$ cat src/rtl/core/ndg_pkg.sv
// ndg_pkg: widths, status codes, register indexes and reset values of the
// note dispenser. Used by every module of the block; depends on nothing.

package ndg_pkg;

    // field widths
    localparam int DENOMS     = 6;
    localparam int DENOM_W    = 20;
    localparam int LIMIT_W    = 24;
    localparam int AMOUNT_W   = 24;
    localparam int BAL_W      = 48;
    localparam int IDX_W      = 3;
    localparam int CNT_IN_W   = 10;
    localparam int PAID_W     = 16;
    localparam int STATUS_W   = 3;
    localparam int CFG_IDX_W  = 3;
    localparam int CFG_DATA_W = 24;
    localparam int ADD_W      = CNT_IN_W + DENOM_W;

    // defaults of the top-level parameters
    localparam int DEF_NOTE_KINDS  = 6;
    localparam int DEF_COUNT_WIDTH = 16;

    // limits
    localparam logic [CNT_IN_W-1:0] DEPOSIT_MAX = CNT_IN_W'(500);
    localparam logic [PAID_W-1:0]   PAID_MAX    = {PAID_W{1'b1}};
    localparam logic [BAL_W-1:0]    BAL_MAX     = {BAL_W{1'b1}};

    // configuration reset values
    localparam logic [DENOM_W-1:0] DENOM_RESET [DENOMS] = '{
        DENOM_W'(10000), DENOM_W'(20000), DENOM_W'(50000),
        DENOM_W'(100000), DENOM_W'(200000), DENOM_W'(500000)
    };
    localparam logic [LIMIT_W-1:0] LIMIT_RESET = LIMIT_W'(10000000);

    // configuration register indexes
    localparam logic [CFG_IDX_W-1:0] CFG_LIMIT = CFG_IDX_W'(6);

    // operations
    localparam logic OP_DEPOSIT  = 1'b0;
    localparam logic OP_WITHDRAW = 1'b1;

    // result status codes
    localparam logic [STATUS_W-1:0] ST_OK           = 3'd0;
    localparam logic [STATUS_W-1:0] ST_BAL_EMPTY    = 3'd1;
    localparam logic [STATUS_W-1:0] ST_ZERO_AMOUNT  = 3'd2;
    localparam logic [STATUS_W-1:0] ST_OVER_LIMIT   = 3'd3;
    localparam logic [STATUS_W-1:0] ST_OVER_BALANCE = 3'd4;
    localparam logic [STATUS_W-1:0] ST_CASSETTE_LOW = 3'd5;
    localparam logic [STATUS_W-1:0] ST_NOT_PAYABLE  = 3'd6;
    localparam logic [STATUS_W-1:0] ST_BAD_COUNT    = 3'd7;

    // divider status toward the sequencer
    typedef struct packed {
        logic busy;
        logic done;
    } t_div_stat;

endpackage

$ cat src/rtl/core/ndg_div.sv
// ndg_div: restoring divider, one quotient bit per cycle, for the greedy
// note count (remainder over denomination). Depends on ndg_pkg.

module ndg_div
    import ndg_pkg::*;
(
    input  logic                i_clk,
    input  logic                i_rst_n,
    input  logic                i_start,
    input  logic [AMOUNT_W-1:0] i_dividend,
    input  logic [DENOM_W-1:0]  i_divisor,
    output t_div_stat           o_stat,
    output logic [AMOUNT_W-1:0] o_quotient
);

    localparam int STEP_W = $clog2(AMOUNT_W + 1);

    logic              r_busy;
    logic              r_done;
    logic [STEP_W-1:0] r_steps;

    logic [DENOM_W-1:0]  r_rem;
    logic [AMOUNT_W-1:0] r_quo;
    logic [DENOM_W-1:0]  r_div;

    logic [DENOM_W:0]   w_shift;
    logic [DENOM_W+1:0] w_diff;
    logic               w_bit;
    logic [DENOM_W-1:0] n_rem;

    // one trial subtraction per cycle
    always_comb begin
        w_shift = {r_rem, r_quo[AMOUNT_W-1]};
        w_diff  = {1'b0, w_shift} - {2'b00, r_div};
        w_bit   = ~w_diff[DENOM_W+1];
        n_rem   = w_bit ? w_diff[DENOM_W-1:0] : w_shift[DENOM_W-1:0];
    end

    // step counter and handshake toward the sequencer
    always_ff @(posedge i_clk) begin
        if (!i_rst_n) begin
            r_busy  <= 1'b0;
            r_done  <= 1'b0;
            r_steps <= '0;
        end else begin
            r_done <= 1'b0;
            if (i_start) begin
                r_busy  <= 1'b1;
                r_steps <= STEP_W'(AMOUNT_W);
            end else if (r_busy) begin
                r_steps <= r_steps - STEP_W'(1);
                if (r_steps == STEP_W'(1)) begin
                    r_busy <= 1'b0;
                    r_done <= 1'b1;
                end
            end
        end
    end

    // partial remainder and quotient shift register
    always_ff @(posedge i_clk) begin
        if (i_start) begin
            r_rem <= '0;
            r_quo <= i_dividend;
            r_div <= i_divisor;
        end else if (r_busy) begin
            r_rem <= n_rem;
            r_quo <= {r_quo[AMOUNT_W-2:0], w_bit};
        end
    end

    assign o_stat.busy = r_busy;
    assign o_stat.done = r_done;
    assign o_quotient  = r_quo;

endmodule

$ cat src/rtl/core/ndg_mul.sv
// ndg_mul: registered multiplier shared by deposit value, cassette total
// and greedy remainder update. Depends on ndg_pkg.

module ndg_mul
    import ndg_pkg::*;
#(
    parameter int A_W = DEF_COUNT_WIDTH
) (
    input  logic                   i_clk,
    input  logic [A_W-1:0]         i_a,
    input  logic [DENOM_W-1:0]     i_b,
    output logic [A_W+DENOM_W-1:0] o_prod
);

    logic [A_W+DENOM_W-1:0] r_prod;

    // product is registered and ready in the cycle after the operands
    always_ff @(posedge i_clk) begin
        r_prod <= (A_W+DENOM_W)'(i_a) * (A_W+DENOM_W)'(i_b);
    end

    assign o_prod = r_prod;

endmodule

$ cat src/rtl/core/note_dispense_greedy_top.sv
// note_dispense_greedy_top: note cassette with deposit and greedy withdrawal
// sequencer. Depends on ndg_pkg, ndg_div and ndg_mul.
//
//   channel  | direction | handshake                    | payload
//   ---------+-----------+------------------------------+---------------------------
//   in       | into      | i_in_valid / o_in_stall      | operation, denom, count, amount, balance
//   out      | out of    | o_out_valid / i_out_stall    | status, paid_0..5, new_balance
//   cfg      | into      | i_cfg_valid / o_cfg_ready    | i_cfg_index, i_cfg_data
//
// A deposit passes the check, multiply and add states before its result; a withdrawal
// refused by the early checks goes from the check to the result, and one that runs the
// greedy first sums the cassette total (a multiply and an accumulate per kind), then
// makes up to K + ... + 1 denomination visits over all restarts (K = number of kinds).
// The serial divider (one quotient bit per cycle) sets the per-denomination cost.
// Reset (synchronous) empties the cassette and loads the default denominations.
// An item is taken only while the sequencer is idle; a finished result waits
// in the output register while the next item is taken.

module note_dispense_greedy_top
    import ndg_pkg::*;
#(
    parameter int NOTE_KINDS  = DEF_NOTE_KINDS,
    parameter int COUNT_WIDTH = DEF_COUNT_WIDTH
) (
    input  logic                  i_clk,
    input  logic                  i_rst_n,
    // item input
    input  logic                  i_in_valid,
    output logic                  o_in_stall,
    input  logic                  i_operation,
    input  logic [IDX_W-1:0]      i_denom_index,
    input  logic [CNT_IN_W-1:0]   i_note_count,
    input  logic [AMOUNT_W-1:0]   i_amount,
    input  logic [BAL_W-1:0]      i_balance,
    // result output
    output logic                  o_out_valid,
    input  logic                  i_out_stall,
    output logic [STATUS_W-1:0]   o_status,
    output logic [PAID_W-1:0]     o_paid_0,
    output logic [PAID_W-1:0]     o_paid_1,
    output logic [PAID_W-1:0]     o_paid_2,
    output logic [PAID_W-1:0]     o_paid_3,
    output logic [PAID_W-1:0]     o_paid_4,
    output logic [PAID_W-1:0]     o_paid_5,
    output logic [BAL_W-1:0]      o_new_balance,
    // configuration writes
    input  logic                  i_cfg_valid,
    output logic                  o_cfg_ready,
    input  logic [CFG_IDX_W-1:0]  i_cfg_index,
    input  logic [CFG_DATA_W-1:0] i_cfg_data
);

    localparam int KINDS_USED = (NOTE_KINDS < DENOMS) ? NOTE_KINDS : DENOMS;
    localparam int KIND_W     = $clog2(KINDS_USED);
    localparam int MUL_A_W    = (COUNT_WIDTH > PAID_W) ? COUNT_WIDTH : PAID_W;
    localparam int PROD_W     = MUL_A_W + DENOM_W;
    localparam int TOT_W      = PROD_W + KIND_W;
    localparam int SUM_W      = ((COUNT_WIDTH > CNT_IN_W) ? COUNT_WIDTH : CNT_IN_W) + 1;

    localparam logic [KIND_W-1:0]      LAST_KIND = KIND_W'(KINDS_USED - 1);
    localparam logic [COUNT_WIDTH-1:0] COUNT_MAX = {COUNT_WIDTH{1'b1}};

    // sequencer states
    localparam logic [3:0] S_IDLE    = 4'd0;
    localparam logic [3:0] S_CHECK   = 4'd1;
    localparam logic [3:0] S_DEP_MUL = 4'd2;
    localparam logic [3:0] S_DEP_ADD = 4'd3;
    localparam logic [3:0] S_TOT_MUL = 4'd4;
    localparam logic [3:0] S_TOT_ACC = 4'd5;
    localparam logic [3:0] S_TOT_CMP = 4'd6;
    localparam logic [3:0] S_PASS    = 4'd7;
    localparam logic [3:0] S_STEP    = 4'd8;
    localparam logic [3:0] S_DIV     = 4'd9;
    localparam logic [3:0] S_MUL     = 4'd10;
    localparam logic [3:0] S_SUB     = 4'd11;
    localparam logic [3:0] S_NEXT    = 4'd12;
    localparam logic [3:0] S_DONE    = 4'd13;

    // control state
    logic [3:0]             r_state;
    logic                   r_out_valid;
    logic [DENOM_W-1:0]     r_denom [DENOMS];
    logic [LIMIT_W-1:0]     r_limit;
    logic [COUNT_WIDTH-1:0] r_count [KINDS_USED];
    logic [KIND_W-1:0]      r_k;
    logic [KIND_W-1:0]      r_s;

    // item and working registers
    logic                r_op;
    logic [IDX_W-1:0]    r_idx;
    logic [CNT_IN_W-1:0] r_cnt;
    logic [AMOUNT_W-1:0] r_amount;
    logic [BAL_W-1:0]    r_bal;
    logic [STATUS_W-1:0] r_status;
    logic [BAL_W-1:0]    r_nb;
    logic [TOT_W-1:0]    r_total;
    logic [AMOUNT_W-1:0] r_rem;
    logic [PAID_W-1:0]   r_num;
    logic [PAID_W-1:0]   r_take [DENOMS];

    // output register
    logic [STATUS_W-1:0] r_out_status;
    logic [PAID_W-1:0]   r_out_paid [DENOMS];
    logic [BAL_W-1:0]    r_out_nb;

    // shared units
    logic                div_start;
    t_div_stat           div_stat;
    logic [AMOUNT_W-1:0] div_quo;
    logic [MUL_A_W-1:0]  mul_a;
    logic [PROD_W-1:0]   mul_prod;

    logic [DENOM_W-1:0]     denom_k;
    logic [COUNT_WIDTH-1:0] count_k;
    logic [MUL_A_W-1:0]     count_ext;
    logic [PAID_W-1:0]      cap_k;
    logic [PAID_W-1:0]      n_num;
    logic                   w_use;
    logic                   w_dep_bad;
    logic [STATUS_W-1:0]    w_check_status;
    logic [SUM_W-1:0]       n_dep_sum;
    logic [COUNT_WIDTH-1:0] n_dep_count;
    logic [BAL_W:0]         n_dep_bal;
    logic                   pass_exact;
    logic                   out_free;
    logic                   pay_out;

    assign o_in_stall  = (r_state != S_IDLE);
    assign o_cfg_ready = 1'b1;
    assign out_free    = !r_out_valid || !i_out_stall;

    // selected denomination and note count
    always_comb begin
        denom_k   = r_denom[r_k];
        count_k   = r_count[r_k];
        count_ext = MUL_A_W'(count_k);
        cap_k     = (count_ext > MUL_A_W'(PAID_MAX)) ? PAID_MAX : count_ext[PAID_W-1:0];
        n_num     = (div_quo < AMOUNT_W'(cap_k)) ? div_quo[PAID_W-1:0] : cap_k;
        w_use     = (denom_k != '0) && (r_rem >= AMOUNT_W'(denom_k)) && (count_k != '0);
        div_start = (r_state == S_STEP) && w_use;
    end

    // early checks of the latched item
    always_comb begin
        w_dep_bad = (r_idx >= IDX_W'(KINDS_USED)) || (r_cnt == '0) || (r_cnt > DEPOSIT_MAX);
        if (r_op == OP_DEPOSIT) begin
            w_check_status = w_dep_bad ? ST_BAD_COUNT : ST_OK;
        end else if (r_bal == '0) begin
            w_check_status = ST_BAL_EMPTY;
        end else if (r_amount == '0) begin
            w_check_status = ST_ZERO_AMOUNT;
        end else if (r_amount > r_limit) begin
            w_check_status = ST_OVER_LIMIT;
        end else if (BAL_W'(r_amount) > r_bal) begin
            w_check_status = ST_OVER_BALANCE;
        end else begin
            w_check_status = ST_OK;
        end
    end

    // deposit arithmetic with saturation
    always_comb begin
        n_dep_sum   = SUM_W'(count_k) + SUM_W'(r_cnt);
        n_dep_count = (n_dep_sum > SUM_W'(COUNT_MAX)) ? COUNT_MAX
                                                      : n_dep_sum[COUNT_WIDTH-1:0];
        n_dep_bal   = {1'b0, r_bal} + (BAL_W+1)'(mul_prod[ADD_W-1:0]);
    end

    // multiplier operand select
    always_comb begin
        case (r_state)
            S_DEP_MUL: mul_a = MUL_A_W'(r_cnt);
            S_MUL:     mul_a = MUL_A_W'(r_num);
            default:   mul_a = count_ext;
        endcase
    end

    assign pass_exact = (r_state == S_NEXT) && (r_k == '0) && (r_rem == '0);
    assign pay_out    = (r_status == ST_OK) && (r_op == OP_WITHDRAW);

    ndg_div u_div (
        .i_clk      (i_clk),
        .i_rst_n    (i_rst_n),
        .i_start    (div_start),
        .i_dividend (r_rem),
        .i_divisor  (denom_k),
        .o_stat     (div_stat),
        .o_quotient (div_quo)
    );

    ndg_mul #(
        .A_W (MUL_A_W)
    ) u_mul (
        .i_clk  (i_clk),
        .i_a    (mul_a),
        .i_b    (denom_k),
        .o_prod (mul_prod)
    );

    // sequencer, configuration and cassette counts
    always_ff @(posedge i_clk) begin
        if (!i_rst_n) begin
            r_state     <= S_IDLE;
            r_out_valid <= 1'b0;
            r_limit     <= LIMIT_RESET;
            r_k         <= '0;
            r_s         <= '0;
            for (int i = 0; i < DENOMS; i++) begin
                r_denom[i] <= DENOM_RESET[i];
            end
            for (int i = 0; i < KINDS_USED; i++) begin
                r_count[i] <= '0;
            end
        end else begin
            // configuration write
            if (i_cfg_valid) begin
                if (i_cfg_index < CFG_IDX_W'(DENOMS)) begin
                    r_denom[i_cfg_index] <= i_cfg_data[DENOM_W-1:0];
                end else if (i_cfg_index == CFG_LIMIT) begin
                    r_limit <= i_cfg_data[LIMIT_W-1:0];
                end
            end

            // result taken downstream, unless a new one is loaded this cycle
            if (r_out_valid && !i_out_stall && r_state != S_DONE) begin
                r_out_valid <= 1'b0;
            end

            case (r_state)
                S_IDLE: begin
                    if (i_in_valid) begin
                        r_state <= S_CHECK;
                    end
                end
                S_CHECK: begin
                    if (w_check_status != ST_OK) begin
                        r_state <= S_DONE;
                    end else if (r_op == OP_DEPOSIT) begin
                        r_k     <= r_idx[KIND_W-1:0];
                        r_state <= S_DEP_MUL;
                    end else begin
                        r_k     <= '0;
                        r_state <= S_TOT_MUL;
                    end
                end
                S_DEP_MUL: r_state <= S_DEP_ADD;
                S_DEP_ADD: begin
                    r_count[r_k] <= n_dep_count;
                    r_state      <= S_DONE;
                end
                S_TOT_MUL: r_state <= S_TOT_ACC;
                S_TOT_ACC: begin
                    if (r_k == LAST_KIND) begin
                        r_state <= S_TOT_CMP;
                    end else begin
                        r_k     <= r_k + KIND_W'(1);
                        r_state <= S_TOT_MUL;
                    end
                end
                S_TOT_CMP: begin
                    if (r_total < TOT_W'(r_amount)) begin
                        r_state <= S_DONE;
                    end else begin
                        r_s     <= LAST_KIND;
                        r_state <= S_PASS;
                    end
                end
                S_PASS: begin
                    r_k     <= r_s;
                    r_state <= S_STEP;
                end
                S_STEP: r_state <= w_use ? S_DIV : S_NEXT;
                S_DIV: begin
                    if (div_stat.done) begin
                        r_state <= S_MUL;
                    end
                end
                S_MUL: r_state <= S_SUB;
                S_SUB: r_state <= S_NEXT;
                S_NEXT: begin
                    if (r_k != '0) begin
                        r_k     <= r_k - KIND_W'(1);
                        r_state <= S_STEP;
                    end else if (r_rem == '0) begin
                        for (int i = 0; i < KINDS_USED; i++) begin
                            r_count[i] <= r_count[i] - COUNT_WIDTH'(r_take[i]);
                        end
                        r_state <= S_DONE;
                    end else if (r_s == '0) begin
                        r_state <= S_DONE;
                    end else begin
                        r_s     <= r_s - KIND_W'(1);
                        r_state <= S_PASS;
                    end
                end
                S_DONE: begin
                    if (out_free) begin
                        r_out_valid <= 1'b1;
                        r_state     <= S_IDLE;
                    end
                end
                default: r_state <= S_IDLE;
            endcase
        end
    end

    // item datapath
    always_ff @(posedge i_clk) begin
        case (r_state)
            S_IDLE: begin
                if (i_in_valid) begin
                    r_op     <= i_operation;
                    r_idx    <= i_denom_index;
                    r_cnt    <= i_note_count;
                    r_amount <= i_amount;
                    r_bal    <= i_balance;
                end
            end
            S_CHECK: begin
                r_status <= w_check_status;
                r_nb     <= r_bal;
                r_total  <= '0;
            end
            S_DEP_ADD: begin
                r_nb <= n_dep_bal[BAL_W] ? BAL_MAX : n_dep_bal[BAL_W-1:0];
            end
            S_TOT_ACC: r_total <= r_total + TOT_W'(mul_prod);
            S_TOT_CMP: begin
                if (r_total < TOT_W'(r_amount)) begin
                    r_status <= ST_CASSETTE_LOW;
                end
            end
            S_PASS: begin
                r_rem <= r_amount;
                for (int i = 0; i < DENOMS; i++) begin
                    r_take[i] <= '0;
                end
            end
            S_DIV: begin
                if (div_stat.done) begin
                    r_num       <= n_num;
                    r_take[r_k] <= n_num;
                end
            end
            S_SUB: r_rem <= r_rem - mul_prod[AMOUNT_W-1:0];
            S_NEXT: begin
                if (r_k == '0) begin
                    if (r_rem == '0) begin
                        r_status <= ST_OK;
                        r_nb     <= r_bal - BAL_W'(r_amount);
                    end else if (r_s == '0) begin
                        r_status <= ST_NOT_PAYABLE;
                    end
                end
            end
            S_DONE: begin
                if (out_free) begin
                    r_out_status <= r_status;
                    r_out_nb     <= r_nb;
                    for (int i = 0; i < DENOMS; i++) begin
                        r_out_paid[i] <= pay_out ? r_take[i] : '0;
                    end
                end
            end
            default: r_rem <= r_rem;
        endcase
    end

    assign o_out_valid   = r_out_valid;
    assign o_status      = r_out_status;
    assign o_paid_0      = r_out_paid[0];
    assign o_paid_1      = r_out_paid[1];
    assign o_paid_2      = r_out_paid[2];
    assign o_paid_3      = r_out_paid[3];
    assign o_paid_4      = r_out_paid[4];
    assign o_paid_5      = r_out_paid[5];
    assign o_new_balance = r_out_nb;

    // divider is only started when free and never on a zero denomination
    a_div_start: assert property (@(posedge i_clk) disable iff (!i_rst_n)
        div_start |-> (!div_stat.busy && denom_k != '0))
        else $error("divider started while busy or with zero divisor");

    // a refused item dispenses no notes
    a_paid_zero: assert property (@(posedge i_clk) disable iff (!i_rst_n)
        (o_out_valid && o_status != ST_OK) |->
        ((o_paid_0 | o_paid_1 | o_paid_2 | o_paid_3 | o_paid_4 | o_paid_5) == '0))
        else $error("notes paid on a refused item");

    // the greedy remainder never grows
    a_rem_falls: assert property (@(posedge i_clk) disable iff (!i_rst_n)
        (r_state == S_SUB) |=> (r_rem <= $past(r_rem)))
        else $error("greedy remainder grew");

    // an exact pass lowers the balance
    a_pay_balance: assert property (@(posedge i_clk) disable iff (!i_rst_n)
        pass_exact |=> (r_nb < r_bal && r_state == S_DONE))
        else $error("exact pass did not lower the balance");

endmodule
$ cat config.mk
export PLATFORM = sky130hd
export DESIGN_NAME = note_dispense_greedy_top
export DESIGN_NICKNAME = d
export VERILOG_FILES = /design/src/rtl/core/ndg_pkg.sv /design/src/rtl/core/ndg_div.sv /design/src/rtl/core/ndg_mul.sv /design/src/rtl/core/note_dispense_greedy_top.sv
export SDC_FILE = /design/constraint.sdc
export NUM_CORES = 2
export LEC_CHECK = 0
export BUFFER_PORTS_ARGS = -buffer_cell sky130_fd_sc_hd__buf_2
export CORE_ASPECT_RATIO = 0.8
export CORE_UTILIZATION = 51
export CTS_BUF_LIST = sky130_fd_sc_hd__clkbuf_4
export CTS_CLUSTER_DIAMETER = 120
export DETAILED_ROUTE_END_ITERATION = 10
export GPL_TIMING_DRIVEN = 0
export PLACE_DENSITY = 0.66
export SETUP_SLACK_MARGIN = 0.3
export SKIP_LAST_GASP = 1
export SLEW_MARGIN = 20
export SYNTH_ARGS = -nofsm -noshare
export SYNTH_HDL_FRONTEND = slang
export SYNTH_HIERARCHICAL = 1
export SYNTH_SLANG_ARGS = --single-unit
$ cat constraint.sdc
create_clock -name i_clk -period 19.55 [get_ports i_clk]
set_clock_uncertainty 0.1 [all_clocks]
set_input_delay 1.955 -clock i_clk [delete_from_list [all_inputs] [get_ports i_clk]]
set_output_delay 1.955 -clock i_clk [all_outputs]
set_load 0.1 [all_outputs]
==> summary.txt <==
yosys synthesis warning count - 6
hold path start - r_nb[32]
crit path DAT - 11160 ps
routed length per placed instance - 24.76 µm
Die Span X - 384.2 µm
slowest stage cell, crit path - buf_1
synthesized cell area - 0.05961 mm²
Finish-stage setup viols - 0
die span in y - 307.8 µm
RSZ-0062 raised after global routing - no
delay of the slowest critical-path stage - 950 ps
Final Hold Viols - 0
GP Congestion - 1.015
period utilization - 0.5213
DRC viols - 0
Cells after DPL - 7418
Final Max Slew Viols - 0
Clock Path Buffers - 3
Clock Sinks - 892
core area - 0.1153 mm²
most frequent CP cell - fa_1
Buf/Inv on CP - 8
final wirelength - 193800 µm
Rows - 111
post-detailed-route via-to-cell ratio - 5.941
worst relative slew slack - 0.09994
layout net count - 6924
syn_area_per_cell - 10.75 µm²
largest net degree at the start of global routing - 45
# Post-CTS Setup Buffers - 0
Routed Antenna Nets - 0
Worst path top cell family by delay - adder cells
CP Capture Type - register
fillcell total - 10050
outcome - finished clean
Place WS - 9607 ps
Setup CP Type - register to register
Setup TNS - 0 ps
CTS clk-pin slew, worst paths - 70 ps
DP Wirelength - 150500 µm
initial antenna violation count - 17
via count - 46500
Overflow after GRT - 0
hold buffers post-CTS - 0
CP Data Required Time - 20520 ps
first-pass GRT wire length - 284200 µm
Die Area - 0.1183 mm²
Non-Filler Instances - 7827
initial core utilization - 0.5171
vias in the first global route - 44680
Fmax achieved - 98.12 MHz
worst skew pair latency - 1270 ps
final worst setup slack - 9358 ps
fin crit period - 10190 ps
DRT Pass-1 Iters - 7
Area Overhead vs Synth - 11.54%
IO Port Bufs - 266
Ports - 268
max_cap viols - 0
post-CTS sizing - 0
Iter 0 DRT Violations - 5162
CTS root buffer - clkbuf_4
Mapped Cells - 5546
Worst Hold Class - register to register
H-tree level count - 4
CTS tree - done
CP max FO - 10
startpoint type of the worst setup path - register
global-route usage over all layers - 0.3278
Inserted Clock Buffers - 221
Least-Margin Pin Slew - 1345 ps
share of cells above drive strength 1 - 0.1420
final timing paths:
check,end,slack (ps),depth (start not counted)
setup / recovery,u_mul/o_prod[33],9360,27
hold / removal,o_new_balance[32],290,0
setup reg to reg,u_mul/o_prod[33],9360,27
hold reg to reg,o_new_balance[32],290,0
layout make-up:
type                       count  area (µm²)  share of cell area
clock buffer                 300        2252             0.03387
clock inverter                97       509.2            0.007659
multi-input combinational   3841       30900              0.4647
timing repair buffer         308        1769             0.02661
buffer                       215       955.9             0.01438
antenna                       12       30.03           0.0004516
inverter                     637        2391             0.03596
tap                         1525        1908             0.02870
sequential                   892       25770              0.3876
registers in the layout, indices dropped and copies added, names as in the netlist, 4 cells and up, named ones only:
signal            count
r_bal                48
r_cnt                10
r_total              39
r_out_paid           96
r_num                16
u_div/r_div          20
r_limit              24
r_amount             24
u_mul/o_prod         36
r_take               96
r_denom             160
u_div/o_quotient     24
r_state               4
o_new_balance        48
u_div/r_steps         5
r_nb                 48
r_rem                24
u_div/r_rem          20
r_count             128
routing by layer:
layer / track usage / wire length [µm]
met5: 0 / 117
met4: 0.1185 / 6527
met3: 0.07588 / 21270
met2: 0.4784 / 82770
met1: 0.4751 / 83110
layout by cell type, fill, tap and decap left out, types with 21 or more instances in the layout:
cell type,count
a21o_1,113
nand2b_1,53
nand3_1,76
buf_2,283
o211ai_1,43
o21bai_1,30
a21boi_0,28
a221o_1,29
mux2_2,40
edfxtp_1,791
xnor2_1,124
o21a_1,41
o21ai_0,179
ha_1,427
fa_1,263
and2_1,272
nor4_1,47
a21oi_1,281
nand2_1,488
mux4_2,72
buf_6,23
inv_1,634
conb_1,41
nor3_1,86
nand4_1,42
buf_4,25
nor2_1,363
mux2i_1,33
or3_1,28
o22ai_1,66
clkbuf_4,300
a211oi_1,35
xor2_1,100
a31oi_1,28
clkbuf_1,172
nor2b_1,42
clkinv_1,68
o31ai_1,21
dfxtp_1,101
and3_1,51
per-stage QoR:
step	hold slack (ps)	instance area, µm²	util
finish	291.5	66490	0.5768
floorplan	300.3	59760	-
global placement	303.5	63000	0.5465
CTS	278.8	66440	0.5764
global route	301.6	66480	0.5767
detailed placement	304.5	63680	0.5524
Power is left out: the tool's default activity adds up to more than one toggle a clock period on the data nets, which glitch-free logic cannot reach.
